<file path="src/hw/rtl/btcf_pkg.sv">
package btcf_pkg;

  // Neighborhood sums: nine 16-bit counts, and nine 8-bit counts.
  localparam int unsigned SUM_W = 20;
  localparam int unsigned H_W   = 12;

  localparam int unsigned CFG_IDX_W  = 4;
  localparam int unsigned CFG_DATA_W = 17;

  localparam logic [1:0] OP_RADIAL = 2'd0;
  localparam logic [1:0] OP_POINT  = 2'd1;
  localparam logic [1:0] OP_EVAL   = 2'd2;

  localparam logic [CFG_IDX_W-1:0] REG_MIN_TOTAL     = 4'd0;
  localparam logic [CFG_IDX_W-1:0] REG_MAX_TOTAL     = 4'd1;
  localparam logic [CFG_IDX_W-1:0] REG_MIN_SLICE     = 4'd2;
  localparam logic [CFG_IDX_W-1:0] REG_MIN_CELL      = 4'd3;
  localparam logic [CFG_IDX_W-1:0] REG_MAX_CELL      = 4'd4;
  localparam logic [CFG_IDX_W-1:0] REG_MAX_SURROUND  = 4'd5;
  localparam logic [CFG_IDX_W-1:0] REG_MAX_SENSOR    = 4'd6;
  localparam logic [CFG_IDX_W-1:0] REG_OVERLAP_MIN   = 4'd7;

  // Offset codes for a neighbor row or column.
  localparam logic [1:0] D_MINUS = 2'd0;
  localparam logic [1:0] D_ZERO  = 2'd1;
  localparam logic [1:0] D_PLUS  = 2'd2;

  typedef enum logic [3:0] {
    ST_CLEAR,
    ST_IDLE,
    ST_DISPATCH,
    ST_HIT_WR,
    ST_ROW,
    ST_ROW_CHK,
    ST_NB,
    ST_NB_END,
    ST_CHK,
    ST_SENS,
    ST_SENS_END,
    ST_FINAL,
    ST_RESULT
  } state_e;

  typedef struct packed {
    logic accept;
    logic hit_rd;
    logic hit_wr;
    logic row_next;
    logic cell_next;
    logic nb_step;
    logic sens_step;
    logic set_pass;
    logic load_result;
    logic clr_step;
  } cmd_t;

  typedef struct packed {
    logic [1:0] op;
    logic       item_ok;
    logic       total_ok;
    logic       slice_ok;
    logic       chk_a;
    logic       chk_b;
    logic       j_last;
    logic       k_last;
    logic       p_last;
    logic       r_last;
    logic       clr_last;
    logic       out_busy;
  } status_t;

  function automatic logic [15:0] sat_inc16(input logic [15:0] v);
    sat_inc16 = (v == 16'hFFFF) ? v : v + 16'd1;
  endfunction

  function automatic logic [7:0] sat_inc8(input logic [7:0] v);
    sat_inc8 = (v == 8'hFF) ? v : v + 8'd1;
  endfunction

  // Step index of the 3x3 walk to {row code, column code}.
  function automatic logic [3:0] nb_code(input logic [3:0] j);
    logic [3:0] c;
    unique case (j)
      4'd0:    c = {D_MINUS, D_MINUS};
      4'd1:    c = {D_MINUS, D_ZERO};
      4'd2:    c = {D_MINUS, D_PLUS};
      4'd3:    c = {D_ZERO, D_MINUS};
      4'd4:    c = {D_ZERO, D_ZERO};
      4'd5:    c = {D_ZERO, D_PLUS};
      4'd6:    c = {D_PLUS, D_MINUS};
      4'd7:    c = {D_PLUS, D_ZERO};
      4'd8:    c = {D_PLUS, D_PLUS};
      default: c = {D_ZERO, D_ZERO};
    endcase
    nb_code = c;
  endfunction

endpackage

</file>
<file path="src/hw/rtl/btcf_ctrl.sv">
module btcf_ctrl (
  input  logic              clk_i,
  input  logic              rst_ni,
  input  logic              in_valid_i,
  output logic              in_ready_o,
  input  btcf_pkg::status_t status_i,
  output btcf_pkg::cmd_t    cmd_o
);

  btcf_pkg::state_e state_q, state_d;

  always_ff @(posedge clk_i or negedge rst_ni) begin
    if (!rst_ni) begin
      state_q <= btcf_pkg::ST_CLEAR;
    end else begin
      state_q <= state_d;
    end
  end

  always_comb begin
    state_d    = state_q;
    cmd_o      = '0;
    in_ready_o = 1'b0;
    unique case (state_q)
      btcf_pkg::ST_CLEAR: begin
        cmd_o.clr_step = 1'b1;
        if (status_i.clr_last) state_d = btcf_pkg::ST_IDLE;
      end
      btcf_pkg::ST_IDLE: begin
        in_ready_o = 1'b1;
        if (in_valid_i) begin
          cmd_o.accept = 1'b1;
          state_d      = btcf_pkg::ST_DISPATCH;
        end
      end
      btcf_pkg::ST_DISPATCH: begin
        unique case (status_i.op)
          btcf_pkg::OP_RADIAL, btcf_pkg::OP_POINT: begin
            if (status_i.item_ok) begin
              cmd_o.hit_rd = 1'b1;
              state_d      = btcf_pkg::ST_HIT_WR;
            end else begin
              state_d = btcf_pkg::ST_IDLE;
            end
          end
          btcf_pkg::OP_EVAL: begin
            state_d = status_i.total_ok ? btcf_pkg::ST_ROW : btcf_pkg::ST_RESULT;
          end
          default: state_d = btcf_pkg::ST_IDLE;
        endcase
      end
      btcf_pkg::ST_HIT_WR: begin
        cmd_o.hit_wr = 1'b1;
        state_d      = btcf_pkg::ST_IDLE;
      end
      btcf_pkg::ST_ROW: begin
        state_d = btcf_pkg::ST_ROW_CHK;
      end
      btcf_pkg::ST_ROW_CHK: begin
        // skip the whole row when its slice is too thin
        if (status_i.slice_ok) begin
          state_d = btcf_pkg::ST_NB;
        end else if (status_i.r_last) begin
          state_d = btcf_pkg::ST_RESULT;
        end else begin
          cmd_o.row_next = 1'b1;
          state_d        = btcf_pkg::ST_ROW;
        end
      end
      btcf_pkg::ST_NB: begin
        cmd_o.nb_step = 1'b1;
        if (status_i.j_last) state_d = btcf_pkg::ST_NB_END;
      end
      btcf_pkg::ST_NB_END: begin
        state_d = btcf_pkg::ST_CHK;
      end
      btcf_pkg::ST_CHK: begin
        if (status_i.chk_a) begin
          state_d = btcf_pkg::ST_SENS;
        end else if (status_i.p_last && status_i.r_last) begin
          state_d = btcf_pkg::ST_RESULT;
        end else begin
          cmd_o.cell_next = 1'b1;
          state_d = status_i.p_last ? btcf_pkg::ST_ROW : btcf_pkg::ST_NB;
        end
      end
      btcf_pkg::ST_SENS: begin
        cmd_o.sens_step = 1'b1;
        if (status_i.j_last && status_i.k_last) state_d = btcf_pkg::ST_SENS_END;
      end
      btcf_pkg::ST_SENS_END: begin
        state_d = btcf_pkg::ST_FINAL;
      end
      btcf_pkg::ST_FINAL: begin
        // one passing cell settles the event
        if (status_i.chk_b) begin
          cmd_o.set_pass = 1'b1;
          state_d        = btcf_pkg::ST_RESULT;
        end else if (status_i.p_last && status_i.r_last) begin
          state_d = btcf_pkg::ST_RESULT;
        end else begin
          cmd_o.cell_next = 1'b1;
          state_d = status_i.p_last ? btcf_pkg::ST_ROW : btcf_pkg::ST_NB;
        end
      end
      btcf_pkg::ST_RESULT: begin
        // hold until the previous result has been taken
        if (!status_i.out_busy) begin
          cmd_o.load_result = 1'b1;
          state_d           = btcf_pkg::ST_CLEAR;
        end
      end
      default: state_d = btcf_pkg::ST_CLEAR;
    endcase
  end

endmodule

</file>
<file path="config.mk">
export PLATFORM = sky130hd
export DESIGN_NAME = btcf_ctrl
export DESIGN_NICKNAME = d
export VERILOG_FILES = /design/src/hw/rtl/btcf_pkg.sv /design/src/hw/rtl/btcf_ctrl.sv
export SDC_FILE = /design/constraint.sdc
export NUM_CORES = 1
export LEC_CHECK = 0
export ABC_AREA = 1
export BUFFER_PORTS_ARGS = -buffer_cell sky130_fd_sc_hd__buf_2
export CORE_MARGIN = 10
export CORE_UTILIZATION = 44
export DETAILED_ROUTE_END_ITERATION = 7
export HOLD_SLACK_MARGIN = 0.15
export PLACE_DENSITY = 0.76
export SLEW_MARGIN = 30
export SYNTH_ARGS = -nofsm -noshare
export SYNTH_HDL_FRONTEND = slang
export SYNTH_SLANG_ARGS = --single-unit
</file>
<file path="constraint.sdc">
create_clock -name clk_i -period 1.6 [get_ports clk_i]
set_input_delay 0.16 -clock clk_i [delete_from_list [all_inputs] [get_ports clk_i]]
set_output_delay 0.16 -clock clk_i [all_outputs]
set_load 0.01 [all_outputs]
</file>
; ---- Word-level counts from Yosys, hierarchy flattened
; Cells that the tools add are included.
; Widths: inputs -> output; s select.
[totals]
ff_bits = 4
wordCells = 62
[classes]
n_eq_ne = 19
muxes = 36
n_reduce_logical = 6
[op_table]
columns = operator, n
row1 = $pmux 4 s13, 1
row2 = $mux 4, 11
row3 = $eq 4x4->1 const B, 5
row4 = $mux 1, 20
row5 = $eq 4x3->1 const B, 4
row6 = $ne 2x2->1 const B, 5
row7 = $eq 4x2->1 const B, 2
row8 = $pmux 4 s2, 1
row9 = $reduce_and 5->1, 1
row10 = $eq 4x1->1 const B, 1
row11 = $logic_not 4->1, 1
row12 = $mux 2, 2
row13 = $eq 2x1->1 const B, 1
row14 = $eq 2x2->1 const B, 1
row15 = $logic_and 1x1->1, 2
row16 = $logic_not 2->1, 1
row17 = $pmux 1 s2, 1
row18 = $reduce_or 2->1, 1

; ---- Longest topological paths before layout
[depth]
ltp_word = 4
depth_mapped = 9
mapped_depth_nobuf = 9

; ---- Least setup slack after synthesis
; Ideal clock, no wire load.
[synth_path]
kind = register to output
from = register state_q[1]
to = output cmd_o[5] (netlist name)
arrival_ns = 1.196
t_required_ns = 1.440
path_slack_ns = 0.244
stages_incl_launch_ff = 4
path_cell_list = dfrtp_1 -> nor2_1 -> nand3_1 -> a21boi_0
[synth_lines]
columns = item, line
row1 = "start, declared", btcf_ctrl.sv:10  ; btcf_pkg::state_e state_q, state_d;
row2 = "start signal, assigned", btcf_ctrl.sv:14  ; state_q <= btcf_pkg::ST_CLEAR;
row3 = "start signal, assigned", btcf_ctrl.sv:16  ; state_q <= state_d;
row4 = "end, declared", btcf_ctrl.sv:7  ; output btcf_pkg::cmd_t cmd_o

==> impl_metrics.ini <==
[yosys]
yosysTopAreaCell = nand2_1
synth_fp_nets = 122
ys_ff_latch = 4
yosys.area.top_type_share_pct = 24.2
netlist_instances = 106
mappedNetlistArea_um2 = 573
ys_seq_area_share_pct = 17.5
ys_warn_count = 0
synth_cell_type_count = 16
synth_area_leaders = nand2_1 24%, dfrtp_1 17%, inv_1 10%
postSynthAreaPerCell_um2 = 5.41

[timing]
holdWs_ns = 0.224
grt_setup_unrepaired = true
fmax_mhz = 634
setup_violations = 0
max_slew_margin_pct = 79.6
tightest_slew_ns = 0.305
maxSlewViolCount = 0
skew_ns = 0.000252
min_period_ns = 1.58
finalHoldViolations = 0
fin_crit_sh_pct = 98.6

[critical_path]
crit_path_max_fanout = 8
cp_data_required_time_ns = 1.44
worst-setup-path-type = reg2out
end_kind = output pin
slowest_delay_ns = 0.42
cp.depth = 5
path_buf_inv = 2
r2r_cells = 9
crit_family = flip-flops
crit_path_top_delay_cell = dfrtp_2
worstPathCellList = inv_1, nor2_4, nand3_2, a21boi_1, buf_2
start_kind = flip-flop
arrival_ns = 1.42

[power_and_ir_drop]
power_uw = 1050
powerDensity_nw_per_um2 = 1360
ir_drop_mv = 0.751
leakagePower_uw = 0.000504
clockPowerShare_pct = 12.8
sequentialPowerShare_pct = 20.8
pwr-share-comb_pct = 66.4
p_int_uw = 482
p_switching_uw = 572
swShare_pct = 54.3

[drt]
wl_per_cell_um = 12.2
drc = 0
routed_wl_mm = 1.84
dr.first_iter.drc_count = 42
drtAntennaViolNets = 0
dr.pass1.iters = 5
via_per_inst = 5.03
vias = 759

[clock_tree]
htree_levels = 1
cts_root_buffer = clkbuf_4
cts_tree = done
clkTransAtPathRegs_ns = 0.04
clock_path_buffers = 2
clock-sinks = 4
postCtsSetupBuffers = 0
clk_latency_ns = 0.24
cts_buffers = 3

[floorplanning]
io_pins = 27
start_util_pct = 48.9
fp.dieH_um = 56.1
fp.dieW_um = 56.1
core_um2 = 1170
die_area_um2 = 3150
rows = 12

[placed_design]
place_area_um2 = 728
dp.cells = 147
portBuffers = 26
globalplace.congestion = 0.846
place_hpwl_mm = 1.50

[finish]
area_growth_pct = 35.6
reg_top3 = state_q: 4 flops
n_antenna_cell = 0
top_register = state_q
final_area_um2 = 777
multi_input_area_um2 = 414
fill_cells = 112
regArea_um2 = 104
layoutNonFillerInstCount = 151
nets = 155
layout-drive-gt1-share_pct = 35.8
largest_reg_flops = 4

[global_route]
track_usage_pct = 11.0
first_global_vias = 723
grt_antenna_before_repair = 0
grt_max_degree = 9
grt-ovfl-total = 0
grt_pass1_wl_mm = 2.99

[outcome]
outcome = complete, no violations

[flow_run]
cap_violations = 0

[min_path]
min_path_cells = 3
worst_hold_path_type = in2reg
-- Yosys cell counts --
library cell,count
a21boi_0,1
dfrtp_1,4
inv_1,16
inv_2,3
nand2_1,37
nand2_2,3
nand3_1,10
nand3_2,2
nand3b_1,2
nand3b_2,1
nand4_1,2
nor2_1,15
nor2_2,2
nor2_4,3
nor3_1,1
o21ai_0,4
-- what timing repair did --
item,4_1_cts,5_1_grt
pin swaps,0,1
hold buffers,1,0
setup endpoints to repair,2,5
endpoints found under the hold margin,4,0
resized for setup,1,6
-- kinds of logic (layout without fill, tap and decap cells) --
kind of cell / after synthesis / in the layout / share of synthesized area, %
compound gates: 5 / 5 / 4.80
simple gates: 78 / 78 / 65.3
flops: 4 / 4 / 17.5
buf+inv: 19 / 50 / 12.4
-- worst min-delay path, cell delays in order --
cell      delay, ns
buf_2          0.08
nand3b_2       0.12
nand2_1        0.06
-- per-layer routing --
layer  wire length, µm  vias to the layer above  track usage, %
li1                  -                      393               -
met1               846                      324            13.9
met3               150                        2            2.51
met4                14                        0            5.80
met2               824                       40            16.7
met5                 0                        -               0
-- layout make-up --
cell class / count / area share (%)
clock buffers: 3 / 2.90
inverters: 19 / 9.18
well taps: 14 / 2.25
multi-input cells: 83 / 53.3
flip-flops and latches: 4 / 13.4
repair buffers: 28 / 19.0
-- layout by cell type, fill, tap and decap left out --
cell / count
a21boi_1: 1
buf_2: 26
buf_4: 1
clkbuf_4: 3
dfrtp_1: 1
dfrtp_2: 3
dlygate4sd3_1: 1
inv_1: 16
inv_2: 3
nand2_1: 37
nand2_2: 3
nand3_1: 9
nand3_2: 3
nand3b_1: 2
nand3b_2: 1
nand4_1: 2
nor2_1: 14
nor2_2: 2
nor2_4: 4
nor3_1: 1
o21ai_0: 4
-- per-stage QoR --
| stage | worst slack [ns] | setup TNS [ns] | util [%] |
|---|---|---|---|
| after floorplan | 0.244 | 0 | - |
| after global placement | 0.221 | 0 | 62.2 |
| after detailed placement | 0.213 | 0 | 62.2 |
| after CTS | -0.0264 | -0.0336 | 65.2 |
| after global routing | -0.113 | -0.157 | 66.3 |
| final | 0.0228 | 0 | 66.3 |
-- path summary, 6_finish.rpt --
path / startpoint / end / slack, ns
hold / removal: status_i[5] / state_q[1] / 0.22
setup / recovery: state_q[3] / cmd_o[5] / 0.02
hold reg to reg: state_q[0] / state_q[0] / 0.61
setup reg to reg: state_q[3] / state_q[2] / 0.24
min in group asynchronous: rst_ni / state_q[1] / 0.25
max in group asynchronous: rst_ni / state_q[2] / 1.21
-- power groups by stage --
stage               combinational [µW]  clock (µW)  sequential, µW
detailed placement                 674           0             210
floorplan                          474           0             197
finish                             700         135             219
global placement                   671           0             207
CTS                                682         133             211
global route                       780         144             229
No activity file was read; power rests on OpenSTA's default activity.
